**config.mk**
```make
export PLATFORM = sky130hd
export DESIGN_NAME = multichannel_sample_conditioner
export DESIGN_NICKNAME = d
export VERILOG_FILES = /design/src/rtl/msc_pkg.sv /design/src/rtl/msc_ram.sv /design/src/rtl/msc_div.sv /design/src/rtl/multichannel_sample_conditioner.sv
export SDC_FILE = /design/constraint.sdc
export NUM_CORES = 2
export LEC_CHECK = 0
export BUFFER_PORTS_ARGS = -buffer_cell sky130_fd_sc_hd__buf_2
export CAP_MARGIN = 20
export CORE_ASPECT_RATIO = 1.1
export CORE_MARGIN = 1
export CORE_UTILIZATION = 45
export DETAILED_ROUTE_END_ITERATION = 12
export SYNTH_ARGS = -nofsm -noshare
export SYNTH_HDL_FRONTEND = slang
export SYNTH_SLANG_ARGS = --single-unit
```
**constraint.sdc**
```tcl
create_clock -name clock -period 20.3 [get_ports clock]
set_input_delay 2.03 -clock clock [delete_from_list [all_inputs] [get_ports clock]]
set_output_delay 2.03 -clock clock [all_outputs]
set_load 0.05 [all_outputs]
```
**src/rtl/msc_pkg.sv**
```systemverilog
package msc_pkg;

   localparam int NCH          = 8;
   localparam int CH_W         = 3;
   localparam int SUM_W        = 40;
   localparam int FILT_W       = 32;
   localparam int CALIB_FRAMES = 200;
   localparam int COUNT_LIMIT  = 250;
   localparam int CNT_W        = 8;
   localparam int DIV_W        = 41;
   localparam int DIV_CNT_W    = 6;
   localparam int RAM_W        = 2 * SUM_W + FILT_W;

   localparam logic [1:0] REG_WINDOW = 2'd0;
   localparam logic [1:0] REG_MV_GAIN = 2'd1;
   localparam logic [1:0] REG_FIELD_GAIN = 2'd2;

   typedef enum logic [3:0] {
      ST_IDLE,
      ST_READ,
      ST_DIV1_START,
      ST_DIV1_WAIT,
      ST_DIV2_START,
      ST_DIV2_WAIT,
      ST_CAL_START,
      ST_CAL_WAIT,
      ST_WRITE,
      ST_CLEAR,
      ST_OUT
   } state_type;

endpackage

```
**src/rtl/msc_ram.sv**
```systemverilog
module msc_ram #(
   parameter int WIDTH = 8,
   parameter int DEPTH = 8
) (
   input  logic                     clock,
   input  logic                     wr_en,
   input  logic [$clog2(DEPTH)-1:0] wr_addr,
   input  logic [WIDTH-1:0]         wr_data,
   input  logic [$clog2(DEPTH)-1:0] rd_addr,
   output logic [WIDTH-1:0]         rd_data
);

   logic [WIDTH-1:0] mem_ff [DEPTH];

   always_ff @(posedge clock) begin
      if (wr_en) begin
         mem_ff[wr_addr] <= wr_data;
      end
      rd_data <= mem_ff[rd_addr];
   end

endmodule

```
**src/rtl/msc_div.sv**
```systemverilog
module msc_div (
   input  logic                             clock,
   input  logic                             reset,
   input  logic                             start,
   input  logic signed [msc_pkg::DIV_W-1:0] dividend,
   input  logic [msc_pkg::CNT_W-1:0]        divisor,
   output logic                             done,
   output logic signed [msc_pkg::DIV_W-1:0] quotient
);

   logic [msc_pkg::DIV_W-1:0]     rem_ff, rem_in;
   logic [msc_pkg::DIV_W-1:0]     quo_ff, quo_in;
   logic [msc_pkg::CNT_W-1:0]     den_ff, den_in;
   logic                          neg_ff, neg_in;
   logic [msc_pkg::DIV_CNT_W-1:0] cnt_ff, cnt_in;
   logic                          busy_ff, busy_in;
   logic                          done_ff, done_in;
   logic [msc_pkg::DIV_W-1:0]     magnitude;
   logic [msc_pkg::CNT_W:0]       trial;
   logic [msc_pkg::DIV_W-1:0]     rem_shift;

   always_comb begin
      magnitude = dividend[msc_pkg::DIV_W-1] ? -dividend : dividend;
      rem_shift = {rem_ff[msc_pkg::DIV_W-2:0], quo_ff[msc_pkg::DIV_W-1]};
      trial = rem_shift[msc_pkg::CNT_W:0] - {1'b0, den_ff};
      rem_in = rem_ff;
      quo_in = quo_ff;
      den_in = den_ff;
      neg_in = neg_ff;
      cnt_in = cnt_ff;
      busy_in = busy_ff;
      done_in = 1'b0;
      if (start) begin
         rem_in = '0;
         quo_in = magnitude;
         den_in = divisor;
         neg_in = dividend[msc_pkg::DIV_W-1];
         cnt_in = msc_pkg::DIV_CNT_W'(msc_pkg::DIV_W);
         busy_in = 1'b1;
      end else if (busy_ff) begin
         quo_in = {quo_ff[msc_pkg::DIV_W-2:0], 1'b0};
         if (!trial[msc_pkg::CNT_W]) begin
            rem_in = msc_pkg::DIV_W'(trial);
            quo_in[0] = 1'b1;
         end else begin
            rem_in = rem_shift;
         end
         cnt_in = cnt_ff - 1'b1;
         if (cnt_ff == msc_pkg::DIV_CNT_W'(1)) begin
            busy_in = 1'b0;
            done_in = 1'b1;
         end
      end
   end

   always_ff @(posedge clock) begin
      if (reset) begin
         busy_ff <= 1'b0;
         done_ff <= 1'b0;
         cnt_ff <= '0;
      end else begin
         busy_ff <= busy_in;
         done_ff <= done_in;
         cnt_ff <= cnt_in;
      end
      rem_ff <= rem_in;
      quo_ff <= quo_in;
      den_ff <= den_in;
      neg_ff <= neg_in;
   end

   assign done = done_ff;
   assign quotient = neg_ff ? -$signed(quo_ff) : $signed(quo_ff);

endmodule

```
**src/rtl/multichannel_sample_conditioner.sv**
```systemverilog
// Channel  | Handshake                    | Contents
// req      | req_valid / req_stall        | eight codes, calibrate_request
// rsp      | rsp_valid / rsp_stall        | eight field values, calibrating
// csr      | APB psel/penable, pready=1   | window, two gains
// Each channel is processed in turn: one read, one serial divider pass (start-up mean) or
// two (leaky filter), plus one more on the frame that ends a calibration, then one write.
// The response becomes valid once the last channel is written and the output stage loads.
// A request is taken while the previous response still waits in the output stage.
// Reset is synchronous; a clearing pass over the eight RAM entries follows it, no request taken.
// Stalling rsp holds the response; a finished request waits until the stage frees.
module multichannel_sample_conditioner (
   input  logic               clock,
   input  logic               reset,
   input  logic               req_valid,
   output logic               req_stall,
   input  logic signed [15:0] req_code_ch0,
   input  logic signed [15:0] req_code_ch1,
   input  logic signed [15:0] req_code_ch2,
   input  logic signed [15:0] req_code_ch3,
   input  logic signed [15:0] req_code_ch4,
   input  logic signed [15:0] req_code_ch5,
   input  logic signed [15:0] req_code_ch6,
   input  logic signed [15:0] req_code_ch7,
   input  logic               req_calibrate_request,
   output logic               rsp_valid,
   input  logic               rsp_stall,
   output logic signed [31:0] rsp_field_ch0,
   output logic signed [31:0] rsp_field_ch1,
   output logic signed [31:0] rsp_field_ch2,
   output logic signed [31:0] rsp_field_ch3,
   output logic signed [31:0] rsp_field_ch4,
   output logic signed [31:0] rsp_field_ch5,
   output logic signed [31:0] rsp_field_ch6,
   output logic signed [31:0] rsp_field_ch7,
   output logic               rsp_calibrating,
   input  logic               csr_psel,
   input  logic               csr_penable,
   input  logic               csr_pwrite,
   input  logic [3:0]         csr_paddr,
   input  logic [31:0]        csr_pwdata,
   output logic [31:0]        csr_prdata,
   output logic               csr_pready
);

   localparam logic signed [63:0] SUM_MAX = 64'sd549755813887;
   localparam logic signed [63:0] SUM_MIN = -64'sd549755813888;
   localparam logic signed [63:0] F_MAX = 64'sd2147483647;
   localparam logic signed [63:0] F_MIN = -64'sd2147483648;

   msc_pkg::state_type state_ff, state_in;

   logic [7:0]  window_ff;
   logic [15:0] mv_gain_ff;
   logic [15:0] field_gain_ff;
   logic [1:0]  reg_sel;

   logic signed [15:0] code_ff [msc_pkg::NCH];
   logic signed [15:0] code_in [msc_pkg::NCH];
   logic [msc_pkg::CH_W-1:0] ch_ff, ch_in;
   logic [msc_pkg::CNT_W-1:0] startup_ff, startup_in;
   logic [msc_pkg::CNT_W-1:0] n_ff, n_in;
   logic [msc_pkg::CNT_W-1:0] w_ff, w_in;
   logic [msc_pkg::CNT_W-1:0] calcnt_ff, calcnt_in;
   logic        calact_ff, calact_in;
   logic        calupd_ff, calupd_in;
   logic        calfin_ff, calfin_in;
   logic        busy_ff, busy_in;

   logic signed [msc_pkg::SUM_W-1:0]  fsum_ff, fsum_in;
   logic signed [msc_pkg::SUM_W-1:0]  csum_ff, csum_in;
   logic signed [msc_pkg::FILT_W-1:0] off_ff, off_in;
   logic signed [msc_pkg::FILT_W-1:0] filt_ff, filt_in;
   logic signed [31:0] mv_ff, mv_in;

   logic signed [31:0] res_ff [msc_pkg::NCH];
   logic signed [31:0] res_in [msc_pkg::NCH];
   logic signed [31:0] out_ff [msc_pkg::NCH];
   logic        out_cal_ff, res_cal_ff, res_cal_in;
   logic        rsp_valid_ff, rsp_valid_in;
   logic        load_out;

   logic        ram_we;
   logic [msc_pkg::CH_W-1:0] ram_waddr, ram_raddr;
   logic [msc_pkg::RAM_W-1:0] ram_wdata, ram_rdata;

   logic        div_start, div_done;
   logic signed [msc_pkg::DIV_W-1:0] div_num, div_q;
   logic [msc_pkg::CNT_W-1:0] div_den;

   logic signed [63:0] wide_a, wide_b;
   logic signed [50:0] prod;
   logic signed [32:0] diff;
   logic        accept;

   msc_ram #(
      .WIDTH(msc_pkg::RAM_W),
      .DEPTH(msc_pkg::NCH)
   ) u_ram (
      .clock  (clock),
      .wr_en  (ram_we),
      .wr_addr(ram_waddr),
      .wr_data(ram_wdata),
      .rd_addr(ram_raddr),
      .rd_data(ram_rdata)
   );

   msc_div u_div (
      .clock   (clock),
      .reset   (reset),
      .start   (div_start),
      .dividend(div_num),
      .divisor (div_den),
      .done    (div_done),
      .quotient(div_q)
   );

   assign reg_sel = csr_paddr[3:2];
   assign csr_pready = 1'b1;

   always_comb begin
      case (reg_sel)
         msc_pkg::REG_WINDOW:     csr_prdata = {24'd0, window_ff};
         msc_pkg::REG_MV_GAIN:    csr_prdata = {16'd0, mv_gain_ff};
         msc_pkg::REG_FIELD_GAIN: csr_prdata = {16'd0, field_gain_ff};
         default:                 csr_prdata = '0;
      endcase
   end

   always_ff @(posedge clock) begin
      if (reset) begin
         window_ff <= 8'd5;
         mv_gain_ff <= 16'd9961;
         field_gain_ff <= 16'd10112;
      end else if (csr_psel && csr_penable && csr_pwrite) begin
         case (reg_sel)
            msc_pkg::REG_WINDOW:     window_ff <= csr_pwdata[7:0];
            msc_pkg::REG_MV_GAIN:    mv_gain_ff <= csr_pwdata[15:0];
            msc_pkg::REG_FIELD_GAIN: field_gain_ff <= csr_pwdata[15:0];
            default: ;
         endcase
      end
   end

   assign req_stall = busy_ff || (state_ff != msc_pkg::ST_IDLE);
   assign accept = req_valid && !req_stall;
   assign load_out = (state_ff == msc_pkg::ST_OUT) && (!rsp_valid_ff || !rsp_stall);

   always_comb begin
      state_in = state_ff;
      ch_in = ch_ff;
      startup_in = startup_ff;
      n_in = n_ff;
      w_in = w_ff;
      calcnt_in = calcnt_ff;
      calact_in = calact_ff;
      calupd_in = calupd_ff;
      calfin_in = calfin_ff;
      busy_in = busy_ff;
      fsum_in = fsum_ff;
      csum_in = csum_ff;
      off_in = off_ff;
      filt_in = filt_ff;
      mv_in = mv_ff;
      res_cal_in = res_cal_ff;
      for (int i = 0; i < msc_pkg::NCH; i++) begin
         res_in[i] = res_ff[i];
         code_in[i] = code_ff[i];
      end
      rsp_valid_in = rsp_valid_ff;
      ram_we = 1'b0;
      ram_waddr = ch_ff;
      ram_raddr = ch_ff;
      ram_wdata = {fsum_ff, csum_ff, off_ff};
      div_start = 1'b0;
      div_num = '0;
      div_den = n_ff;
      wide_a = '0;
      wide_b = '0;
      diff = '0;
      prod = '0;

      if (rsp_valid_ff && !rsp_stall) begin
         rsp_valid_in = 1'b0;
      end

      case (state_ff)
         msc_pkg::ST_CLEAR: begin
            ram_we = 1'b1;
            ram_wdata = '0;
            ch_in = ch_ff + 1'b1;
            if (ch_ff == msc_pkg::CH_W'(msc_pkg::NCH - 1)) begin
               state_in = msc_pkg::ST_IDLE;
               busy_in = 1'b0;
            end
         end
         msc_pkg::ST_IDLE: begin
            if (accept) begin
               code_in[0] = req_code_ch0;
               code_in[1] = req_code_ch1;
               code_in[2] = req_code_ch2;
               code_in[3] = req_code_ch3;
               code_in[4] = req_code_ch4;
               code_in[5] = req_code_ch5;
               code_in[6] = req_code_ch6;
               code_in[7] = req_code_ch7;
               w_in = (window_ff == 8'd0) ? 8'd1 :
                      (window_ff > 8'(msc_pkg::COUNT_LIMIT)) ?
                      8'(msc_pkg::COUNT_LIMIT) : window_ff;
               n_in = (startup_ff >= 8'(msc_pkg::COUNT_LIMIT)) ?
                      8'(msc_pkg::COUNT_LIMIT) : startup_ff + 1'b1;
               startup_in = n_in;
               calact_in = calact_ff || req_calibrate_request;
               calupd_in = calact_in && (calcnt_ff < 8'(msc_pkg::CALIB_FRAMES));
               calfin_in = calact_in && !calupd_in;
               ch_in = '0;
               state_in = msc_pkg::ST_READ;
            end
         end
         msc_pkg::ST_READ: begin
            mv_in = 32'(code_ff[ch_ff] * $signed({1'b0, mv_gain_ff}));
            state_in = msc_pkg::ST_DIV1_START;
         end
         msc_pkg::ST_DIV1_START: begin
            fsum_in = $signed(ram_rdata[msc_pkg::RAM_W-1 -: msc_pkg::SUM_W]);
            csum_in = $signed(ram_rdata[msc_pkg::FILT_W +: msc_pkg::SUM_W]);
            off_in = $signed(ram_rdata[msc_pkg::FILT_W-1:0]);
            if (n_ff <= w_ff) begin
               wide_a = 64'(fsum_in) + 64'(mv_ff);
               wide_a = (wide_a > SUM_MAX) ? SUM_MAX : (wide_a < SUM_MIN) ? SUM_MIN : wide_a;
               fsum_in = msc_pkg::SUM_W'(wide_a);
               div_num = msc_pkg::DIV_W'(fsum_in);
               div_den = n_ff;
               div_start = 1'b1;
               state_in = msc_pkg::ST_DIV2_WAIT;
            end else begin
               div_num = msc_pkg::DIV_W'(fsum_in);
               div_den = w_ff;
               div_start = 1'b1;
               state_in = msc_pkg::ST_DIV1_WAIT;
            end
         end
         msc_pkg::ST_DIV1_WAIT: begin
            if (div_done) begin
               wide_a = 64'(fsum_ff) - 64'(div_q) + 64'(mv_ff);
               wide_a = (wide_a > SUM_MAX) ? SUM_MAX : (wide_a < SUM_MIN) ? SUM_MIN : wide_a;
               fsum_in = msc_pkg::SUM_W'(wide_a);
               state_in = msc_pkg::ST_DIV2_START;
            end
         end
         msc_pkg::ST_DIV2_START: begin
            div_num = msc_pkg::DIV_W'(fsum_ff);
            div_den = w_ff;
            div_start = 1'b1;
            state_in = msc_pkg::ST_DIV2_WAIT;
         end
         msc_pkg::ST_DIV2_WAIT: begin
            if (div_done) begin
               wide_a = 64'(div_q);
               wide_a = (wide_a > F_MAX) ? F_MAX : (wide_a < F_MIN) ? F_MIN : wide_a;
               filt_in = msc_pkg::FILT_W'(wide_a);
               if (calupd_ff) begin
                  wide_b = 64'(csum_ff) + wide_a;
                  wide_b = (wide_b > SUM_MAX) ? SUM_MAX : (wide_b < SUM_MIN) ? SUM_MIN : wide_b;
                  csum_in = msc_pkg::SUM_W'(wide_b);
                  state_in = msc_pkg::ST_WRITE;
               end else if (calfin_ff) begin
                  state_in = msc_pkg::ST_CAL_START;
               end else begin
                  state_in = msc_pkg::ST_WRITE;
               end
            end
         end
         msc_pkg::ST_CAL_START: begin
            div_num = msc_pkg::DIV_W'(csum_ff);
            div_den = (calcnt_ff == '0) ? 8'd1 : calcnt_ff;
            div_start = 1'b1;
            state_in = msc_pkg::ST_CAL_WAIT;
         end
         msc_pkg::ST_CAL_WAIT: begin
            if (div_done) begin
               wide_a = 64'(div_q);
               wide_a = (wide_a > F_MAX) ? F_MAX : (wide_a < F_MIN) ? F_MIN : wide_a;
               off_in = msc_pkg::FILT_W'(wide_a);
               csum_in = '0;
               state_in = msc_pkg::ST_WRITE;
            end
         end
         msc_pkg::ST_WRITE: begin
            ram_we = 1'b1;
            diff = 33'(filt_ff) - 33'(off_ff);
            prod = 51'(diff * $signed({1'b0, field_gain_ff})) + 51'sd32768;
            wide_a = 64'(prod >>> 16);
            wide_a = (wide_a > F_MAX) ? F_MAX : (wide_a < F_MIN) ? F_MIN : wide_a;
            res_in[ch_ff] = 32'(wide_a);
            ch_in = ch_ff + 1'b1;
            ram_raddr = ch_ff + 1'b1;
            if (ch_ff == msc_pkg::CH_W'(msc_pkg::NCH - 1)) begin
               if (calupd_ff) begin
                  calcnt_in = calcnt_ff + 1'b1;
               end else if (calfin_ff) begin
                  calcnt_in = '0;
                  calact_in = 1'b0;
               end
               res_cal_in = calact_in;
               state_in = msc_pkg::ST_OUT;
            end else begin
               state_in = msc_pkg::ST_READ;
            end
         end
         msc_pkg::ST_OUT: begin
            if (load_out) begin
               rsp_valid_in = 1'b1;
               state_in = msc_pkg::ST_IDLE;
            end
         end
         default: state_in = msc_pkg::ST_IDLE;
      endcase
   end

   always_ff @(posedge clock) begin
      if (reset) begin
         state_ff <= msc_pkg::ST_CLEAR;
         busy_ff <= 1'b1;
         ch_ff <= '0;
         startup_ff <= '0;
         calcnt_ff <= '0;
         calact_ff <= 1'b0;
         rsp_valid_ff <= 1'b0;
      end else begin
         state_ff <= state_in;
         busy_ff <= busy_in;
         ch_ff <= ch_in;
         startup_ff <= startup_in;
         calcnt_ff <= calcnt_in;
         calact_ff <= calact_in;
         rsp_valid_ff <= rsp_valid_in;
      end
      n_ff <= n_in;
      w_ff <= w_in;
      calupd_ff <= calupd_in;
      calfin_ff <= calfin_in;
      fsum_ff <= fsum_in;
      csum_ff <= csum_in;
      off_ff <= off_in;
      filt_ff <= filt_in;
      mv_ff <= mv_in;
      res_cal_ff <= res_cal_in;
      for (int i = 0; i < msc_pkg::NCH; i++) begin
         res_ff[i] <= res_in[i];
         code_ff[i] <= code_in[i];
      end
      if (load_out) begin
         for (int i = 0; i < msc_pkg::NCH; i++) begin
            out_ff[i] <= res_ff[i];
         end
         out_cal_ff <= res_cal_ff;
      end
   end

   assign rsp_valid = rsp_valid_ff;
   assign rsp_field_ch0 = out_ff[0];
   assign rsp_field_ch1 = out_ff[1];
   assign rsp_field_ch2 = out_ff[2];
   assign rsp_field_ch3 = out_ff[3];
   assign rsp_field_ch4 = out_ff[4];
   assign rsp_field_ch5 = out_ff[5];
   assign rsp_field_ch6 = out_ff[6];
   assign rsp_field_ch7 = out_ff[7];
   assign rsp_calibrating = out_cal_ff;

endmodule

```
==> reports/qor.csv <==
metric;value;unit
status;finished clean;
placementRows;191;
routed_wl;278;mm
synthDistinctLibCells;87;
final_common_cell;edfxtp_1;
synthTopCellsByArea;edfxtp_1, fa_1, mux4_2;
setup_viol;0;
avgViaCountPerCell;5.48;
grt_first_pass_wirelength;422;mm
skew;0.0759;ns
tightestPinTransition;1.11;ns
start_util;45.2;%
multi_input_area;48900;um2
die_w;476;um
cts_tree;built;
antenna_found_initial;17;
finalMaxSlewViolations;0;
vias;67500;
die_area;249000;um2
path_max_fanout;31;
yosys.area.top_type_share;48.1;%
cts_buffer_depth;3;
register_area;57500;um2
ios;464;
endpoint_kind;register;
mostFrequentLayoutCells;edfxtp_1, inv_1, fa_1, nand2_1, ha_1;
die_y;524;um
gp_congestion;0.904;
path_clk_slew;0.06;ns
timing.slew.headroom;25.7;%
syn_inst;8463;
core-area;246000;um2
crit_path_start_kind;register;
clockRootBuffer;clkbuf_16;
fin_crit_sh;61.3;%
synthesis.area;111000;um2
hold_class;reg -> reg;
drt_iter0_drc;5480;
post-route-min-period;12.44;ns
crit_top_cell;fa_1;
wl_per_cell;22.6;um
io_buffers;428;
numCtsBuffers;201;
slowest_stage;o31ai_1;
grt_max_degree;143;
grt_pass1_vias;69900;
cts_hold_buf;0;
drc;0;
max_freq;0.0804;GHz
ys_ff_latch;1979;
cts.repair.resized;0;
yosysWarnings;0;
synth_area_leader_cell;edfxtp_1;
synth_edf_count;1782;
hold_violations;0;
grt_setup_unrepaired;false;
syn_to_final_growth;11.6;%
fin_tns_setup;0;ns
rrSetupSlack;7.86;ns
drv_cap;0;
clkLatencyLatePin;0.89;ns
crit_type;reg -> reg;
ys_seq_area_share;51.6;%
grt-ovfl-total;0;
cts_setup_buffers;0;
postSynthAreaPerCell;13.2;um2
arrival;12.95;ns
track_usage;22.2;%
synth_ff_type;edfxtp_1;
cp.required;20.81;ns
dpl.hpwl;194;mm
drive_gt1_share;15.8;%
async_reset_ff_share;0;%
cpPeakStageDelay;0.87;ns
antenna_left;0;
fillers;21200;
drtPass1Iterations;6;
cts_sinks;1979;
nets;10200;
htreeDepth;4;
==> path summary, 6_finish.rpt <==
| check | from | cells after the start | end |
|---|---|---|---|
| max reg2reg | off_ff[0] | 40 | res_ff[1][67] |
| min reg2reg | res_ff[1][41] | 0 | out_ff[1][41] |
| max | off_ff[0] | 40 | res_ff[1][67] |
| min | res_ff[1][41] | 0 | out_ff[1][41] |
==> layout make-up <==
class,count,area share (%)
clock buffers,260,4.34
inverters,1005,3.04
repair buffers,582,2.70
multi-input cells,5092,39.3
diodes,8,0.0161
clock inverters,115,1.04
well taps,3281,3.30
flip-flops and latches,1979,46.2
==> cells by family after synthesis <==
logic type | Yosys count | synth area share, %
buffers and inverters | 1407 | 4.83
other | 2 | 0.00675
muxes | 450 | 7.10
adders and majority gates | 1220 | 18.7
AOI/OAI and AO/OA | 1172 | 6.98
and+or+nand+nor | 1970 | 8.71
xor gates and xnor gates | 263 | 2.07
DFF | 1979 | 51.6
==> cell usage after synthesis (111+ instances only) <==
cell type and instances:
mux2_2 156, xnor2_1 146, clkbuf_1 332, inv_1 1002, and2_1 335, dfxtp_1 197
mux4_2 256, nor2_1 285, fa_1 745, edfxtp_1 1782, nand2_1 734, xor2_1 117
a21oi_1 307, ha_1 446, a21o_1 111, nor2b_1 213, o21ai_0 263
==> layer usage <==
layer / up-vias / share of wire [%] / global-route usage [%]
li1: 30500 / - / -
met4: 12 / 3.2 / 7.36
met2: 2072 / 50 / 38.9
met1: 34400 / 41 / 28.2
met5: - / 0.029 / 0
met3: 473 / 5.9 / 3.39
==> critical path: cells and delay by family, from the launching register on <==
kind / cells / cell delay (ns)
adders and majority gates: 9 / 4.36
and+or+nand+nor: 7 / 1.44
DFF: 1 / 0.39
AOI/OAI and AO/OA: 15 / 4.45
buffers and inverters: 8 / 1.12
xor gates and xnor gates: 1 / 0.31
==> registers in the layout, indices dropped and copies added, names as in the netlist, 8 cells and up, named ones only <==
name / count
startup_ff: 8
code_ff: 128
window_ff: 8
res_ff: 256
u_div.den_ff: 8
mv_gain_ff: 16
u_ram.mem_ff: 896
u_ram.rd_data: 112
u_div.rem_ff: 8
field_gain_ff: 16
off_ff: 32
calcnt_ff: 8
u_div.quo_ff: 41
filt_ff: 32
mv_ff: 32
n_ff: 8
csum_ff: 40
fsum_ff: 40
out_ff: 256
w_ff: 8
==> metrics by stage <==
step / hold WS (ns) / area [um2] / worst slack, ns / cells / utilization, %
detailed placement: 0.405 / 118000 / 7.83 / 11900 / 47.7
finish: 0.401 / 124000 / 7.86 / 12300 / 50.5
global placement: 0.401 / 117000 / 7.87 / 11900 / 47.7
global route: 0.413 / 124000 / 6.97 / 12300 / 50.5
CTS: 0.404 / 124000 / 7.75 / 12300 / 50.5
floorplan: 0.400 / 111000 / 5.28 / 8478 / -
Power is not shown: default switching activity piles up to over one toggle a cycle in this logic, so the estimate is an artifact.
